--- config.mk ---
export PLATFORM = sky130hd
export DESIGN_NAME = lavm_queue
export DESIGN_NICKNAME = d
export VERILOG_FILES = /design/src/lavm_pkg.sv /design/src/lavm_queue.sv
export SDC_FILE = /design/constraint.sdc
export NUM_CORES = 1
export LEC_CHECK = 0
export ABC_CLOCK_PERIOD_IN_PS = 8200
export BUFFER_PORTS_ARGS = -buffer_cell sky130_fd_sc_hd__buf_4
export CORE_ASPECT_RATIO = 1.1
export CORE_MARGIN = 2
export CORE_UTILIZATION = 51
export DETAILED_ROUTE_END_ITERATION = 8
export PLACE_DENSITY = 0.75
export SYNTH_ARGS = -nofsm -noshare
export SYNTH_HDL_FRONTEND = slang
export SYNTH_SLANG_ARGS = --single-unit
export TNS_END_PERCENT = 100
--- constraint.sdc ---
create_clock -name clk -period 8.2 [get_ports clk]
set_input_delay 1.23 -clock clk [delete_from_list [all_inputs] [get_ports clk]]
set_output_delay 1.23 -clock clk [all_outputs]
set_load 0.01 [all_outputs]
--- src/lavm_pkg.sv ---
// Shared types, constants and helper functions for the look-at view matrix core.
// Used by every design module of the block; depends on nothing else.
package lavm_pkg;

    localparam int COORD_W   = 32;
    localparam int FWD_W     = 33;
    localparam int NORM_W    = 50;
    localparam int UNIT_W    = 18;
    localparam int FRAC_W    = 16;
    localparam int M_W       = 30;
    localparam int SUMSQ_W   = 62;
    localparam int ROOT_W    = 31;
    localparam int QUO_W     = 17;
    localparam int DIVREM_W  = 48;
    localparam int TOP_POS   = 29;
    localparam int POS_W     = 6;
    // normalizer depth: abs, lead, shift, square, sum, root steps, div load, div steps, out
    localparam int NORM_LAT  = 5 + ROOT_W + 1 + QUO_W + 1;
    localparam int Q_DEPTH   = 4;

    localparam logic signed [63:0] UNIT_ONE = 64'sd65536;
    localparam logic signed [63:0] T_MAX    = 64'sd2147483647;
    localparam logic signed [63:0] T_MIN    = -64'sd2147483648;

    typedef logic [2:0][COORD_W-1:0] vec32_t;
    typedef logic [2:0][UNIT_W-1:0]  unit3_t;

    // one queued word: eye, up hint and forward difference
    typedef struct packed {
        vec32_t                  eye;
        vec32_t                  up;
        logic [2:0][FWD_W-1:0]   fwd;
    } item_t;

    // position of the highest set bit
    function automatic logic [POS_W-1:0] lead_pos(input logic [NORM_W-1:0] x);
        logic [POS_W-1:0] p;
        p = '0;
        for (int i = 0; i < NORM_W; i++) begin
            if (x[i]) p = POS_W'(i);
        end
        return p;
    endfunction

    // divide by 2^16, rounding half away from zero
    function automatic logic signed [63:0] rnd16(input logic signed [63:0] x);
        logic [63:0] m;
        m = x[63] ? 64'(-x) : 64'(x);
        m = (m + 64'd32768) >> FRAC_W;
        return x[63] ? -$signed(m) : $signed(m);
    endfunction

    function automatic logic [UNIT_W-1:0] clamp_unit(input logic signed [63:0] x);
        logic signed [63:0] y;
        y = (x > UNIT_ONE) ? UNIT_ONE : ((x < -UNIT_ONE) ? -UNIT_ONE : x);
        return y[UNIT_W-1:0];
    endfunction

    function automatic logic [COORD_W-1:0] sat32(input logic signed [63:0] x);
        logic signed [63:0] y;
        y = (x > T_MAX) ? T_MAX : ((x < T_MIN) ? T_MIN : x);
        return y[COORD_W-1:0];
    endfunction

endpackage

--- src/lavm_queue.sv ---
// Small word queue between front and back end.
// Depends on lavm_pkg.
module lavm_queue
    import lavm_pkg::*;
#(
    parameter int DEPTH = Q_DEPTH
)
(
    input  logic  clk,
    input  logic  rst_n,
    input  logic  push,
    input  item_t push_item,
    output logic  pop,
    output item_t pop_item,
    output logic  nearly_full
);

    localparam int PTR_W = $clog2(DEPTH);
    localparam int CNT_W = $clog2(DEPTH + 1);

    item_t            mem [DEPTH];
    logic [PTR_W-1:0] wr_ptr_reg;
    logic [PTR_W-1:0] rd_ptr_reg;
    logic [CNT_W-1:0] count_reg;

    // the back end never stalls: drain one word whenever one is held
    assign pop         = (count_reg != '0);
    assign pop_item    = mem[rd_ptr_reg];
    assign nearly_full = (count_reg >= CNT_W'(DEPTH - 1));

    always_ff @(posedge clk)
    begin
        if (push)
        begin
            mem[wr_ptr_reg] <= push_item;
        end
    end

    always_ff @(posedge clk or negedge rst_n)
    begin
        if (!rst_n)
        begin
            wr_ptr_reg <= '0;
            rd_ptr_reg <= '0;
            count_reg  <= '0;
        end
        else
        begin
            if (push)
                wr_ptr_reg <= (wr_ptr_reg == PTR_W'(DEPTH - 1)) ? '0 : wr_ptr_reg + 1'b1;
            if (pop)
                rd_ptr_reg <= (rd_ptr_reg == PTR_W'(DEPTH - 1)) ? '0 : rd_ptr_reg + 1'b1;
            count_reg <= count_reg + CNT_W'(push) - CNT_W'(pop);
        end
    end

endmodule

==> results.sh <==
export IMPL_status="finished clean"
export IMPL_drc_errors=0
export IMPL_min_period_ps=4670
export IMPL_crit_path_start_kind="flip-flop"
export IMPL_wl_per_cell_um=25.2
export IMPL_syn_area_um2=42500
export IMPL_die_w_um=279
export IMPL_cts_sinks=1171
export IMPL_holdBufCountCts=0
export IMPL_yosysSeqAreaShare_pct=82.6
export IMPL_start_util_pct=51.3
export IMPL_slew_headroom_pct=14.6
export IMPL_cts_buffer_depth=3
export IMPL_slew_viol_final=0
export IMPL_vias_per_cell=5.61
export IMPL_fin_skew_ps=21.8
export IMPL_io_buffers=586
export IMPL_fmax_ghz=0.214
export IMPL_endpoint_kind="output pin"
export IMPL_avgSynthCellArea_um2=27.3
export IMPL_die_h_um=307
export IMPL_cts_buffers=110
export IMPL_final_cell_mix="edfxtp_1 (1164), buf_4 (598), mux4_2 (291)"
export IMPL_required_ps=6970
export IMPL_setup_violations_final=0
export IMPL_dp_hpwl_um=52000
export IMPL_peakVddDrop_mv=0.320
export IMPL_yosysWarnings=0
export IMPL_reg2regPathDepth=4
export IMPL_hp_class="in -> async"
export IMPL_grt_max_degree=159
export IMPL_io_pins=587
export IMPL_p_per_area_nw_per_um2=355
export IMPL_htreeDepth=3
export IMPL_finalSetupTns_ps=0
export IMPL_tightest_slew_ps=1280
export IMPL_rsz0062_at_grt="false"
export IMPL_place_ws_ps=4120
export IMPL_drive_above_1_share_pct=45.6
export IMPL_overflow=0
export IMPL_grt_pass1_vias=20100
export IMPL_area_growth_pct=20.7
export IMPL_path_clk_slew_ps=60
export IMPL_drt_initial_drc_count=1542
export IMPL_post_route_period_util_pct=56.9
export IMPL_synth_distinct_cells=21
export IMPL_core_area_um2=82900
export IMPL_gp_congestion=0.741
export IMPL_grt_pass1_wl_um=125000
export IMPL_die_area_um2=85700
export IMPL_rows=111
export IMPL_ys_ff_latch=1171
export IMPL_arrival_ps=3440
export IMPL_p_leak_uw=0.0173
export IMPL_worstPathMaxFanout=112
export IMPL_cap_violations=0
export IMPL_dr_pass1_iters=4
export IMPL_antenna_found_initial=14
export IMPL_power_uw=18200
export IMPL_largest_reg_flops=1164
export IMPL_gr_usage_all_layers_pct=19.7
export IMPL_cts_tree="done"
export IMPL_vias=19000
export IMPL_mostFrequentLayoutCell="edfxtp_1"
export IMPL_cts_root_buf="clkbuf_16"
export IMPL_final_nets=2513
export IMPL_clk_latency_ps=680
export IMPL_syn_instance_count=1558
export IMPL_finalWirelength_um=85200
export IMPL_cts_resized=0
export IMPL_hold_viol=0
export IMPL_fill_cells=5445
export IMPL_ant_nets=0
export IMPL_path_class="reg -> out"
export IMPL_synth_fp_nets=1861
export IMPL_postCtsSetupBuffers=0
export IMPL_finalWorstSetupSlack_ps=3530
==> through the flow <==
stage	utilization, %	instance area (µm²)	std cells	hold slack (ps)
floorplan	-	42500	1558	565
global placement	57.8	47900	3171	584
detailed placement	57.8	47900	3171	623
CTS	61.9	51300	3371	325
global route	61.9	51300	3379	334
finish	61.9	51300	3380	377
==> critical path: stages (launching register included) <==
cell and delay (ps):
dfrtp_4 1040, buf_12 650, mux4_2 660, buf_4 170
==> final timing paths <==
check	from	slack (ps)	end
max reg2reg	wr_ptr_reg[0]$_DFFE_PN0P_	5410	mem[2][189]$_DFFE_PP_
min in group clk	count_reg[1]$_DFF_PN0_	640	count_reg[2]$_DFF_PN0_
max	rd_ptr_reg[0]$_DFFE_PN0N_	3530	pop_item[81]
min reg2reg	count_reg[1]$_DFF_PN0_	640	count_reg[2]$_DFF_PN0_
min	rst_n	380	rd_ptr_reg[0]$_DFFE_PN0N_
max in group asynchronous	rst_n	7680	rd_ptr_reg[1]$_DFFE_PN0N_
==> where the power goes <==
group,internal [µW],total (µW),switching [µW]
Sequential,7680,8010,329
Clock,2680,4770,2090
Combinational,2730,5470,2740
==> final cells by class <==
cell class / count / area, µm² / share of cell area [%]
diodes: 9 / 22.5 / 0.0439
clock buffers: 138 / 2920 / 5.69
clock inverters: 62 / 480 / 0.936
inverters: 7 / 26.3 / 0.0512
multi-input cells: 315 / 6780 / 13.2
flip-flops and latches: 1171 / 35100 / 68.4
well taps: 1073 / 1340 / 2.61
repair buffers: 605 / 4630 / 9.02
==> logic make-up after synthesis <==
group,after synthesis,share of synthesized area [%]
AO/OA/AOI/OAI,3,0.0353
XOR/XNOR,1,0.0206
adder cells (fa/ha/maj),9,0.282
buffers and inverters,72,1.49
flip-flops,1171,82.6
multiplexers,293,15.5
AND/OR/NAND/NOR,9,0.121
==> Yosys cell counts (all sizes together) <==
cell type,count,area (µm²)
dfrtp,7,175
buf,62,598
inv,7,26.3
xor2,1,8.76
ha,8,100
mux2,2,22.5
mux4,291,6550
or3,1,6.26
edfxtp,1164,35000
clkbuf,3,11.3
or3b,1,8.76
nand2,2,7.51
fa,1,20.0
o21ai,3,15.0
nor2,1,3.75
and2,4,25.0
==> routing by layer <==
layer,GRT usage (%),share of wire [%],vias up,wire length [µm]
li1,-,-,8121,-
met1,23.6,36,10000,30700
met2,33.3,52,696,44100
met3,6.86,9.3,141,7910
met4,6.56,2.8,10,2410
met5,0,0.065,-,55
(Power assumes the default switching activity.)
