**src/lavm_pkg.sv**
```systemverilog
// Shared types, constants and helper functions for the look-at view matrix core.
// Used by every design module of the block; depends on nothing else.
package lavm_pkg;

    localparam int COORD_W   = 32;
    localparam int FWD_W     = 33;
    localparam int NORM_W    = 50;
    localparam int UNIT_W    = 18;
    localparam int FRAC_W    = 16;
    localparam int M_W       = 30;
    localparam int SUMSQ_W   = 62;
    localparam int ROOT_W    = 31;
    localparam int QUO_W     = 17;
    localparam int DIVREM_W  = 48;
    localparam int TOP_POS   = 29;
    localparam int POS_W     = 6;
    // normalizer depth: abs, lead, shift, square, sum, root steps, div load, div steps, out
    localparam int NORM_LAT  = 5 + ROOT_W + 1 + QUO_W + 1;
    localparam int Q_DEPTH   = 4;

    localparam logic signed [63:0] UNIT_ONE = 64'sd65536;
    localparam logic signed [63:0] T_MAX    = 64'sd2147483647;
    localparam logic signed [63:0] T_MIN    = -64'sd2147483648;

    typedef logic [2:0][COORD_W-1:0] vec32_t;
    typedef logic [2:0][UNIT_W-1:0]  unit3_t;

    // one queued word: eye, up hint and forward difference
    typedef struct packed {
        vec32_t                  eye;
        vec32_t                  up;
        logic [2:0][FWD_W-1:0]   fwd;
    } item_t;

    // position of the highest set bit
    function automatic logic [POS_W-1:0] lead_pos(input logic [NORM_W-1:0] x);
        logic [POS_W-1:0] p;
        p = '0;
        for (int i = 0; i < NORM_W; i++) begin
            if (x[i]) p = POS_W'(i);
        end
        return p;
    endfunction

    // divide by 2^16, rounding half away from zero
    function automatic logic signed [63:0] rnd16(input logic signed [63:0] x);
        logic [63:0] m;
        m = x[63] ? 64'(-x) : 64'(x);
        m = (m + 64'd32768) >> FRAC_W;
        return x[63] ? -$signed(m) : $signed(m);
    endfunction

    function automatic logic [UNIT_W-1:0] clamp_unit(input logic signed [63:0] x);
        logic signed [63:0] y;
        y = (x > UNIT_ONE) ? UNIT_ONE : ((x < -UNIT_ONE) ? -UNIT_ONE : x);
        return y[UNIT_W-1:0];
    endfunction

    function automatic logic [COORD_W-1:0] sat32(input logic signed [63:0] x);
        logic signed [63:0] y;
        y = (x > T_MAX) ? T_MAX : ((x < T_MIN) ? T_MIN : x);
        return y[COORD_W-1:0];
    endfunction

endpackage

```
**src/lavm_front.sv**
```systemverilog
// Front end: takes a command word, forms the forward difference, hands it on.
// Depends on lavm_pkg.
module lavm_front
    import lavm_pkg::*;
(
    input  logic   clk,
    input  logic   rst_n,
    input  logic   start,
    input  logic   busy,
    input  vec32_t eye,
    input  vec32_t target,
    input  vec32_t up,
    output logic   push,
    output item_t  item
);

    logic  push_reg;
    item_t item_reg;

    always_ff @(posedge clk or negedge rst_n)
    begin
        if (!rst_n)
        begin
            push_reg <= 1'b0;
        end
        else
        begin
            push_reg <= start && !busy;
        end
    end

    // capture the word and the exact 33-bit forward vector
    always_ff @(posedge clk)
    begin
        if (start && !busy)
        begin
            item_reg.eye <= eye;
            item_reg.up  <= up;
            for (int i = 0; i < 3; i++)
            begin
                item_reg.fwd[i] <= FWD_W'($signed(target[i])) - FWD_W'($signed(eye[i]));
            end
        end
    end

    assign push = push_reg;
    assign item = item_reg;

endmodule

```
**config.mk**
```make
export PLATFORM = sky130hd
export DESIGN_NAME = lavm_front
export DESIGN_NICKNAME = d
export VERILOG_FILES = /design/src/lavm_pkg.sv /design/src/lavm_front.sv
export SDC_FILE = /design/constraint.sdc
export NUM_CORES = 1
export LEC_CHECK = 0
export ABC_AREA = 0
export BUFFER_PORTS_ARGS = -buffer_cell sky130_fd_sc_hd__buf_2
export CAP_MARGIN = 10
export CORE_AREA = 2 2 224 226
export DETAILED_ROUTE_END_ITERATION = 6
export DIE_AREA = 0 0 226 228
export PLACE_DENSITY = 0.62
export SYNTH_ARGS = -nofsm -noshare
export SYNTH_HDL_FRONTEND = slang
export SYNTH_SLANG_ARGS = --single-unit
```
**constraint.sdc**
```tcl
create_clock -name clk -period 0.8 [get_ports clk]
set_clock_uncertainty 0.2 [all_clocks]
set_input_delay 0.16 -clock clk [delete_from_list [all_inputs] [get_ports clk]]
set_output_delay 0.16 -clock clk [all_outputs]
set_load 0.02 [all_outputs]
```
==> results of run 1 <==
area by class of cell:
| class | instances | area share [%] |
|---|---|---|
| Multi-Input combinational cell | 646 | 23.11 |
| Tap cell | 672 | 3.147 |
| Sequential cell | 292 | 32.79 |
| Clock inverter | 17 | 0.6883 |
| Clock buffer | 45 | 3.694 |
| Inverter | 124 | 2.060 |
| Timing Repair Buffer | 1099 | 34.44 |
| Antenna cell | 7 | 0.06555 |
placed cells by master (no fill, tap or decap), types with 7 or more instances in the layout:
master / Yosys / final
inv_1: 124 / 98
nand2b_1: 7 / 7
buf_8: 0 / 10
nor2_1: 58 / 48
buf_2: 2 / 317
inv_4: 0 / 8
and3_1: 9 / 8
o21ai_2: 1 / 17
dlygate4sd3_1: 0 / 176
o21ai_0: 26 / 9
xnor2_2: 0 / 9
buf_4: 0 / 296
o21ai_1: 15 / 12
o21a_1: 13 / 13
buf_12: 0 / 12
a21oi_1: 74 / 42
ha_4: 0 / 37
nand3_1: 30 / 23
nand3_2: 1 / 7
xor2_1: 27 / 21
a21o_1: 44 / 44
nand4_1: 8 / 8
a21oi_2: 2 / 25
clkbuf_16: 0 / 38
inv_2: 0 / 11
buf_6: 0 / 288
xnor2_1: 48 / 39
ha_1: 96 / 57
edfxtp_1: 291 / 291
nor2b_4: 1 / 8
diode_2: 0 / 7
a21oi_4: 0 / 9
nor3_1: 15 / 12
nand2_1: 38 / 31
where the power goes:
part	switching (W)	internal (W)	leakage (nW)	total, W
clock network	0.00670	0.00976	0.570	0.0165
logic	0.00670	0.00741	8.43	0.0141
registers	0.000614	0.0185	2.74	0.0191
kinds of logic after synthesis:
family | share of synthesized area (%)
AOI/OAI and AO/OA | 12.09
xor gates and xnor gates | 4.678
buffers and inverters | 3.680
and+or+nand+nor | 7.939
adders and majority gates | 8.982
muxes | 0.2228
DFF | 62.41
what timing repair did:
action | in CTS | in global routing
setup buffers | 43 | 30
endpoints found under the hold margin | 263 | 68
resized for setup | 401 | 324
endpoints found under the setup margin | 509 | 577
pin swaps | 88 | 87
hold buffers | 169 | 7
worst min-delay path by stage:
stage	from	slack, ps	depth (start not counted)	to
floorplan	rst_n	-340	0	push$_DFF_PN0_
global placement	rst_n	-270	1	push$_DFF_PN0_
detailed placement	rst_n	-260	1	push$_DFF_PN0_
CTS	eye[0]	-430	1	item[195]$_DFFE_PP_
global route	eye[0]	-430	1	item[195]$_DFFE_PP_
finish	eye[32]	-390	1	item[227]$_DFFE_PP_
per-layer routing:
| metal | track usage, % | vias up |
|---|---|---|
| li1 | - | 6238 |
| met1 | 20.51 | 6315 |
| met2 | 32.99 | 464 |
| met3 | 4.882 | 112 |
| met4 | 6.788 | 2 |
| met5 | 0 | - |
through the flow:
stage	setup TNS [ps]	setup slack, ps	std cells	total power, W
global placement	-339820	-2181	2621	0.02980
global route	-305450	-1639	2901	0.05174
detailed placement	-344900	-2221	2621	0.02998
finish	-289510	-1558	2902	0.04967
CTS	-289950	-1497	2882	0.04877
floorplan	-1388410	-4356	1075	0.02505
cells in the mapped netlist, types with 3 or more instances:
cell type,number,area [um2]
or3_1,7,43.79
a21oi_1,74,370.4
o21ai_0,26,130.1
nand3b_1,3,22.52
and3_1,9,56.30
fa_1,3,60.06
and2_1,7,43.79
a211o_1,4,35.03
nor2b_1,13,81.33
xor2_1,27,236.5
and4_1,6,52.55
o21a_1,13,97.59
or2_2,8,50.05
o21ai_1,15,75.07
a31oi_1,9,56.30
a21o_1,44,330.3
xnor2_1,48,420.4
o31ai_2,3,37.54
clkbuf_1,11,41.29
a211oi_1,7,52.55
nor2_1,58,217.7
o31a_1,3,26.28
nand2b_1,7,43.79
nand3_1,30,150.1
o311ai_1,3,26.28
o21bai_1,7,52.55
nor3_1,15,75.07
a41oi_1,3,26.28
ha_1,96,1201
inv_1,124,465.5
nand2_1,38,142.6
nand4_1,8,50.05
edfxtp_1,291,8738
o31ai_1,3,22.52
critical path, stage by stage:
cell       delay [ps]
buf_8              80
inv_8              30
ha_4              150
fa_2              370
nor2b_4           120
o21ai_2            70
a21boi_2          180
o21ai_2            80
a211o_4           370
a2111oi_4         420
buf_4             180
nor2_2             40
nor2_1            110
o22ai_1            70
==> summary.md, run 1 <==
| Metric | Value |
|---|---|
| Cells after Synth | `1075` |
| Core region area | `about 49000 um2` |
| Topmost layer with routed signal wires | `met5` |
| Initial cell density of the core | `28.45%` |
| Setup violations, final | `636` |
| VDD IR max | `roughly 1500 uV` |
| Largest net degree at the start of global routing | `25` |
| CTS tree | `done` |
| Type of element launching the critical path | `input pin` |
| Worst hold slack | `-391.6 ps` |
| Maximum fanout along the worst path | `3` |
| Chip Width | `226 um` |
| Post-layout minimum cycle time | `between 2000 and 2500 ps` |
| Fraction of the cycle the final worst path needs | `294.7%` |
| #FFs+latches synth | `292` |
| Overall track demand over capacity in global routing | `18.31%` |
| Clock-pin slew on the worst setup and hold paths | `60 ps` |
| Average cell area after synthesis | `~13 um2` |
| H-tree level count | `2` |
| Start-to-end type of the worst setup path | `in2reg` |
| Footprint of the multi-input gates | `6175 um2` |
| Buffer levels on the longest clock path | `3` |
| Arrival time worst endpoint | `2440 ps` |
| Run status | `finished with violations` |
| Count of maximum capacitance violations | `0` |
| Required time of the critical path | `890 ps` |
| Wirelength per Cell | `between 15 and 20 um` |
| Core utilization of the finished layout | `54.15%` |
| Primary flip-flop cell chosen by synthesis mapping | `edfxtp_1` |
| Inserted Clock Buffers | `36` |
| Root buf cell | `clkbuf_16` |
| Area growth from synthesis to layout | `90.30%` |
| Number of fill cells | `3942` |
| Violations in the final reports | `hold timing, setup timing` |
| First-pass iteration count of the detailed router | `7` |
| DRT Wirelength | `52000 um` |
| Power density of the placed cells | `1859 nW/um2` |
| Worst slew slack as a fraction of its limit | `between 60% and 70%` |
| Fraction of the yosys area taken by sequential cells | `between 60% and 70%` |
| First-pass GRT wire length | `73510 um` |
| Final worst slack | `-1558 ps` |
| Number of buffer cells added on primary ports | `between 500 and 600` |
| WL met3 | `3624 um` |
| Number of distinct standard cells referenced by the synthesized netlist | `74` |
| Vias | `13130` |
| Worst Max-Slew Pin Slew | `566.6 ps` |
| Y dimension of the die | `228 um` |
| Leftover overflow at the end of global routing | `0` |
| Register area | `8763 um2` |
| Total die area | `51530 um2` |
| Clock net sink count | `292` |
| Number of flip-flops under the largest register name | `291` |
| Category of the worst setup path capture point | `flop` |
| Cell row count | `82` |
| Via count of the first global-routing pass | `between 10000 and 15000` |
| Worst hold path type | `in2reg` |
| Max-slew violation total from the final report | `0` |
| Routed metal-1 wire length | `19340 um` |
| Share of layout cells above drive strength 1 | `54.16%` |
| Launch point of the worst path | `target[32]` |
| Metal2 WL | `27220 um` |
| Final hold violations | `59` |
| Final routed DRC violation total | `0` |
| Post-route cell area | `about 27000 um2` |
| Initial antenna violation count | `8` |
| Total number of yosys warnings | `0` |
| Post-Synthesis Cell Area | `14040 um2` |
| Number of DRC markers after the initial detailed-route iteration | `566` |
| Routed Antenna Nets | `0` |
| Via density per instance | `around 4.5` |
| Detail Placement HPWL | `35820 um` |
| Fmax | `0.4241 GHz` |
| Final Wtd Congestion | `just under 0.9` |
| Post-place instance area | `20960 um2` |
| Worst setup endpoint | `item[65]$_DFFE_PP_` |
| Fraction of synthesis flops using an asynchronous set or reset pin | `0.3425%` |
| Nets | `2590` |
| Static leakage | `around 12 nW` |
| RSZ-0062 raised after global routing | `yes` |
| Top-level port count | `584` |
| Post-Synthesis Net Count | `1466` |
| Post-synth EDFFs | `between 200 and 300` |
(Power assumes the default switching activity.)
==> run 2, diff against run 1 <==
--- a/config.mk
+++ b/config.mk
@@ -11,6 +11,7 @@
 export CORE_AREA = 2 2 224 226
 export DETAILED_ROUTE_END_ITERATION = 6
 export DIE_AREA = 0 0 226 228
+export HOLD_SLACK_MARGIN = 0.12
 export PLACE_DENSITY = 0.62
 export SYNTH_ARGS = -nofsm -noshare
 export SYNTH_HDL_FRONTEND = slang
==> summary.md, run 2 (synthesis gave the netlist of run 1 again) <==
| Metric | Value |
|---|---|
| Run status | `finished with violations (unchanged)` |
| Violations in the final reports | `hold timing, setup timing (unchanged)` |
| Metal2 WL | `26690 um (was 27220 um)` |
| VDD IR max | `1516 uV (was 1533 uV)` |
| Detail Placement HPWL | `35820 um (unchanged)` |
| Power density of the placed cells | `1870 nW/um2 (was 1859 nW/um2)` |
| First-pass iteration count of the detailed router | `5 (was 7)` |
| H-tree level count | `2 (unchanged)` |
| Total buffers and inverters traversed by the critical path | `3 (unchanged)` |
| Sw Pwr | `0.01400 W (was 0.01402 W)` |
| Number of DRC markers after the initial detailed-route iteration | `526 (was 566)` |
| Start-to-end type of the worst setup path | `in2reg (unchanged)` |
| WL met3 | `3513 um (was 3624 um)` |
| Part of the total power dissipated in the clock network | `33.2% (was 33.1%)` |
| Setup violations, final | `632 (was 636)` |
| Combinational cell fraction of total power | `28.3% (was 28.4%)` |
| Nets | `2568 (was 2590)` |
| Wirelength per Cell | `17.72 um (was 17.92 um)` |
| Chip Width | `226 um (unchanged)` |
| Delay of the slowest critical-path stage | `580 ps (was 420 ps)` |
| Final hold violations | `87 (was 59)` |
| Switching power share of the total | `28.24% (was 28.22%)` |
| Worst hold path type | `in2reg (unchanged)` |
| First-pass GRT wire length | `72680 um (was 73510 um)` |
| Max-slew violation total from the final report | `0 (unchanged)` |
| Static leakage | `11.63 nW (was 11.74 nW)` |
| Root buf cell | `clkbuf_16 (unchanged)` |
| Crit path cell chain | `buf_2 -> dlygate4sd3_1 -> inv_1 -> ha_2 -> a21oi_2 -> nand2_1 -> nor3_2 -> or3_4 -> nand3_4 -> o31ai_4 -> and3_1 -> nor3_1 (was buf_8 -> inv_8 -> ha_4 -> fa_2 -> nor2b_4 -> o21ai_2 -> a21boi_2 -> o21ai_2 -> a211o_4 -> a2111oi_4 -> buf_4 -> nor2_2 -> nor2_1 -> o22ai_1)` |
| RSZ-0062 raised after global routing | `yes (unchanged)` |
| Fraction of the cycle the final worst path needs | `299.0% (was 294.7%)` |
| Top library cells by usage in the layout, fill and taps aside | `330 x buf_2, 299 x buf_4, 291 x edfxtp_1, 274 x buf_6, 152 x dlygate4sd3_1 (was 317 x buf_2, 296 x buf_4, 291 x edfxtp_1, 288 x buf_6, 176 x dlygate4sd3_1)` |
| CTS tree | `done (unchanged)` |
| Worst setup timing slack at the placement stage | `-2221 ps (unchanged)` |
| Pint | `0.03558 W (was 0.03565 W)` |
| Worst slew slack as a fraction of its limit | `61.88% (was 61.83%)` |
| Total power of the final layout | `0.04958 W (was 0.04967 W)` |
| Y dimension of the die | `228 um (unchanged)` |
| Final worst slack | `-1592 ps (was -1558 ps)` |
| Routed Antenna Nets | `0 (unchanged)` |
| Post-place instance area | `20960 um2 (unchanged)` |
| Footprint of the multi-input gates | `6279 um2 (was 6175 um2)` |
| Largest net degree at the start of global routing | `25 (unchanged)` |
| Top Family by Delay on Critical Path | `simple AND/OR/NAND/NOR gates (was compound AO/OA/AOI/OAI gates)` |
| Arrival time worst endpoint | `2480 ps (was 2440 ps)` |
| Vias | `13060 (was 13130)` |
| Core region area | `49350 um2 (unchanged)` |
| Number of fill cells | `3995 (was 3942)` |
| Cell row count | `82 (unchanged)` |
| Required time of the critical path | `880 ps (was 890 ps)` |
| Overall track demand over capacity in global routing | `18.13% (was 18.31%)` |
| Topmost layer with routed signal wires | `met5 (unchanged)` |
| Final Wtd Congestion | `0.8674 (unchanged)` |
| Reg power frac | `38.5% (about the same)` |
| Via density per instance | `4.534 (was 4.525)` |
| Number of flip-flops under the largest register name | `291 (unchanged)` |
| Final routed DRC violation total | `0 (unchanged)` |
| Worst Max-Slew Pin Slew | `565.8 ps (was 566.6 ps)` |
| Register area | `8763 um2 (unchanged)` |
| Initial cell density of the core | `28.45% (unchanged)` |
| Clock net sink count | `292 (unchanged)` |
| Maximum fanout along the worst path | `4 (was 3)` |
| Initial antenna violation count | `8 (unchanged)` |
| Buffer levels on the longest clock path | `3 (unchanged)` |
| Worst hold slack | `-393.9 ps (was -391.6 ps)` |
| Number of buffer cells added on primary ports | `583 (unchanged)` |
| Count of maximum capacitance violations | `0 (unchanged)` |
| DRT Wirelength | `51020 um (was 52000 um)` |
| Share of layout cells above drive strength 1 | `55.57% (was 54.16%)` |
| Fmax | `0.4180 GHz (was 0.4241 GHz)` |
| Post-route cell area | `26510 um2 (was 26720 um2)` |
| Routed metal-1 wire length | `19150 um (was 19340 um)` |
| Inserted Clock Buffers | `36 (unchanged)` |
| Area growth from synthesis to layout | `88.81% (was 90.30%)` |
| Leading cell type in the layout, fill and taps excluded | `buf_2 (unchanged)` |
| Post-layout minimum cycle time | `2392 ps (was 2358 ps)` |
| Total die area | `51530 um2 (unchanged)` |
| Top-level port count | `584 (unchanged)` |
| Category of the worst setup path capture point | `flop (unchanged)` |
| Worst path slowest cell | `dlygate4sd3_1 (was a2111oi_4)` |
| Type of element launching the critical path | `input pin (unchanged)` |
| Leftover overflow at the end of global routing | `0 (unchanged)` |
| Via count of the first global-routing pass | `13510 (was 13660)` |
| Clock-pin slew on the worst setup and hold paths | `60 ps (about the same)` |
-- run 2: final cells by class --
cell class              instances  area share, %
diodes                          7        0.06607
clock buffers                  45          3.723
clock inverters                17         0.6937
inverters                     124          2.067
multi-input cells             646          23.68
flip-flops and latches        292          33.05
well taps                     672          3.171
repair buffers               1077          33.54
-- run 2: timing repair --
action,in CTS,in global routing
gates cloned,0,0
hold buffers,141,18
hold endpoints to repair,582,471
pin swaps,88,83
gates resized for setup,401,309
setup buffers,43,28
setup endpoints to repair,509,577
-- run 2: power groups by stage --
stage	combinational, W	sequential, W	clock (W)
detailed placement	0.0109	0.0191	0
CTS	0.0129	0.0190	0.0168
floorplan	0.00427	0.0208	0
global route	0.0150	0.0192	0.0174
finish	0.0140	0.0191	0.0165
global placement	0.0107	0.0191	0
-- run 2: final timing paths --
check                      startpoint  depth (start not counted)             endpoint
setup / recovery              eye[77]                         12   item[97]$_DFFE_PP_
hold / removal                eye[32]                          1  item[227]$_DFFE_PP_
max in group asynchronous       rst_n                          3       push$_DFF_PN0_
min in group asynchronous       rst_n                          3       push$_DFF_PN0_
-- run 2: per-stage QoR --
stage          instances  TNS [ps]  hold slack, ps  utilization, %
2_1_floorplan       1075  -1388410          -335.6               -
3_5_place_dp        2621   -344900          -265.0           42.48
4_1_cts             2854   -292620          -432.2           51.03
6_report            2880   -292430          -393.9           53.72
3_3_place_gp        2621   -339820          -265.3           42.48
5_1_grt             2879   -310070          -427.2           53.72
-- run 2: routing by layer --
| metal | track usage (%) | vias to the layer above |
|---|---|---|
| met2 | 32.62 | 452 |
| met4 | 6.643 | 2 |
| met3 | 4.843 | 106 |
| met5 | 0 | - |
| met1 | 20.37 | 6295 |
| li1 | - | 6204 |
==> run 3, diff against run 2 <==
--- a/config.mk
+++ b/config.mk
@@ -9,10 +9,11 @@
 export BUFFER_PORTS_ARGS = -buffer_cell sky130_fd_sc_hd__buf_2
 export CAP_MARGIN = 10
 export CORE_AREA = 2 2 224 226
+export CTS_CLUSTER_SIZE = 40
 export DETAILED_ROUTE_END_ITERATION = 6
 export DIE_AREA = 0 0 226 228
 export HOLD_SLACK_MARGIN = 0.12
-export PLACE_DENSITY = 0.62
+export PLACE_DENSITY = 0.54
 export SYNTH_ARGS = -nofsm -noshare
 export SYNTH_HDL_FRONTEND = slang
 export SYNTH_SLANG_ARGS = --single-unit
==> summary.md, run 3 (synthesis gave the netlist of run 1 again) <==
| Metric | Value |
|---|---|
| Run status | `finished with violations (unchanged)` |
| Violations in the final reports | `hold timing, setup timing (unchanged)` |
| Routed Antenna Nets | `0 (unchanged)` |
| Crit path cell chain | `buf_8 -> inv_12 -> ha_4 -> fa_2 -> nor2b_4 -> o31a_1 -> o41a_1 -> o311a_4 -> a21boi_4 -> o32ai_2 -> o21a_1 -> nand3_2 -> o211ai_2 (was buf_2 -> dlygate4sd3_1 -> inv_1 -> ha_2 -> a21oi_2 -> nand2_1 -> nor3_2 -> or3_4 -> nand3_4 -> o31ai_4 -> and3_1 -> nor3_1)` |
| Count of maximum capacitance violations | `0 (unchanged)` |
| Root buf cell | `clkbuf_16 (unchanged)` |
| Delay of the slowest critical-path stage | `350 ps (was 580 ps)` |
| Worst hold path type | `in2reg (unchanged)` |
| Worst slew slack as a fraction of its limit | `62.00% (was 61.88%)` |
| CTS tree | `done (unchanged)` |
| Number of buffer cells added on primary ports | `583 (unchanged)` |
| Type of element launching the critical path | `input pin (unchanged)` |
| Inserted Clock Buffers | `36 (unchanged)` |
| Number of flip-flops under the largest register name | `291 (unchanged)` |
| Arrival time worst endpoint | `2400 ps (was 2480 ps)` |
| Initial antenna violation count | `8 (unchanged)` |
| Final worst slack | `-1514 ps (was -1592 ps)` |
| First-pass iteration count of the detailed router | `4 (was 5)` |
| Overall track demand over capacity in global routing | `18.21% (was 18.13%)` |
| Cell row count | `82 (unchanged)` |
| Total buffers and inverters traversed by the critical path | `2 (was 3)` |
| Category of the worst setup path capture point | `flop (unchanged)` |
| Nets | `2543 (was 2568)` |
| Clock-pin slew on the worst setup and hold paths | `60 ps (about the same)` |
| Vias | `12730 (was 13060)` |
| Post-layout minimum cycle time | `2314 ps (was 2392 ps)` |
| Wirelength per Cell | `17.55 um (was 17.72 um)` |
| DRT Wirelength | `50170 um (was 51020 um)` |
| Worst Max-Slew Pin Slew | `564.0 ps (was 565.8 ps)` |
| Core utilization of the finished layout | `52.96% (was 53.72%)` |
| Final hold violations | `103 (was 87)` |
| Core region area | `49350 um2 (unchanged)` |
| Start-to-end type of the worst setup path | `in2reg (unchanged)` |
| Via count of the first global-routing pass | `13220 (was 13510)` |
| RSZ-0062 raised after global routing | `yes (unchanged)` |
| First-pass GRT wire length | `72550 um (was 72680 um)` |
| Final Wtd Congestion | `0.8725 (was 0.8674)` |
| Top Family by Delay on Critical Path | `compound AO/OA/AOI/OAI gates (was simple AND/OR/NAND/NOR gates)` |
| Number of DRC markers after the initial detailed-route iteration | `524 (was 526)` |
| Top library cells by usage in the layout, fill and taps aside | `334 x buf_2, 294 x buf_4, 291 x edfxtp_1, 264 x buf_6, 139 x dlygate4sd3_1 (was 330 x buf_2, 299 x buf_4, 291 x edfxtp_1, 274 x buf_6, 152 x dlygate4sd3_1)` |
| Number of fill cells | `4155 (was 3995)` |
| Worst path slowest cell | `o41a_1 (was dlygate4sd3_1)` |
| Worst hold slack | `-405.8 ps (was -393.9 ps)` |
| Required time of the critical path | `880 ps (about the same)` |
| Footprint of the multi-input gates | `6176 um2 (was 6279 um2)` |
| Setup violations, final | `636 (was 632)` |
| Detail Placement HPWL | `37310 um (was 35820 um)` |
| Top-level port count | `584 (unchanged)` |
| Power density of the placed cells | `1884 nW/um2 (was 1870 nW/um2)` |
| Fraction of the cycle the final worst path needs | `289.2% (was 299.0%)` |
| Max-slew violation total from the final report | `0 (unchanged)` |
| Leftover overflow at the end of global routing | `0 (unchanged)` |
| Total die area | `51530 um2 (unchanged)` |
| Leading cell type in the layout, fill and taps excluded | `buf_2 (unchanged)` |
| Maximum fanout along the worst path | `3 (was 4)` |
| Clock net sink count | `292 (unchanged)` |
| H-tree level count | `2 (unchanged)` |
| Buffer levels on the longest clock path | `3 (unchanged)` |
| Levels on crit path | `13 (was 12)` |
| Share of layout cells above drive strength 1 | `54.43% (was 55.57%)` |
| Chip Width | `226 um (unchanged)` |
| Via density per instance | `4.455 (was 4.534)` |
| Worst Hold Path Cells | `1 (unchanged)` |
| Y dimension of the die | `228 um (unchanged)` |
| Register area | `8763 um2 (unchanged)` |
| VDD IR max | `1600 uV (was 1516 uV)` |
| Initial cell density of the core | `28.45% (unchanged)` |
| Fmax | `0.4322 GHz (was 0.4180 GHz)` |
| Largest net degree at the start of global routing | `30 (was 25)` |
| Static leakage | `11.47 nW (was 11.63 nW)` |
| Final routed DRC violation total | `0 (unchanged)` |
| Area growth from synthesis to layout | `86.11% (was 88.81%)` |
run 3: routing by layer:
layer	global-route usage (%)	vias to the layer above	share of wire (%)	wire length [um]
met5	0	-	0.026	13
met1	21.02	6105	39	19630
met3	5.268	86	6.7	3368
li1	-	6152	-	-
met2	31.87	387	51	25650
met4	6.581	2	3.0	1501
run 3: through the flow:
stage	TNS (ps)	cells	setup WS, ps	area (um2)	power, W
6_report	-290060	2858	-1514	26130	0.04923
5_1_grt	-306170	2858	-1576	26130	0.05139
4_1_cts	-290620	2830	-1451	24640	0.04835
3_5_place_dp	-342980	2609	-2146	20830	0.02995
3_3_place_gp	-340980	2609	-2125	20830	0.02983
2_1_floorplan	-1388410	1075	-4356	14840	0.02505
run 3: worst paths after layout:
kind,slack [ps],from,end
setup / recovery,-1510,target[64],item[94]$_DFFE_PP_
hold / removal,-410,eye[41],item[236]$_DFFE_PP_
max in group asynchronous,10,rst_n,push$_DFF_PN0_
min in group asynchronous,270,rst_n,push$_DFF_PN0_
run 3: report_power, final:
group	switching, W	internal, W	total (W)
registers	0.000560	0.0185	0.0190
clock network	0.00661	0.00974	0.0164
logic	0.00661	0.00721	0.0138
total	0.0138	0.0354	0.0492
run 3: what timing repair did:
action	CTS	global route
setup buffers	32	27
gates resized for setup	329	360
cloned	0	0
hold buffers	127	14
endpoints found under the setup margin	491	579
hold endpoints to repair	584	495
pin swaps	78	80
run 3: area by class of cell:
cell class                      count  share of cell area (%)
Antenna cell                        7                 0.06703
Clock buffer                       39                   3.572
Clock inverter                     26                  0.9049
Inverter                          124                   2.116
Multi-Input combinational cell    646                   23.63
Sequential cell                   292                   33.53
Tap cell                          672                   3.217
Timing Repair Buffer             1052                   32.96
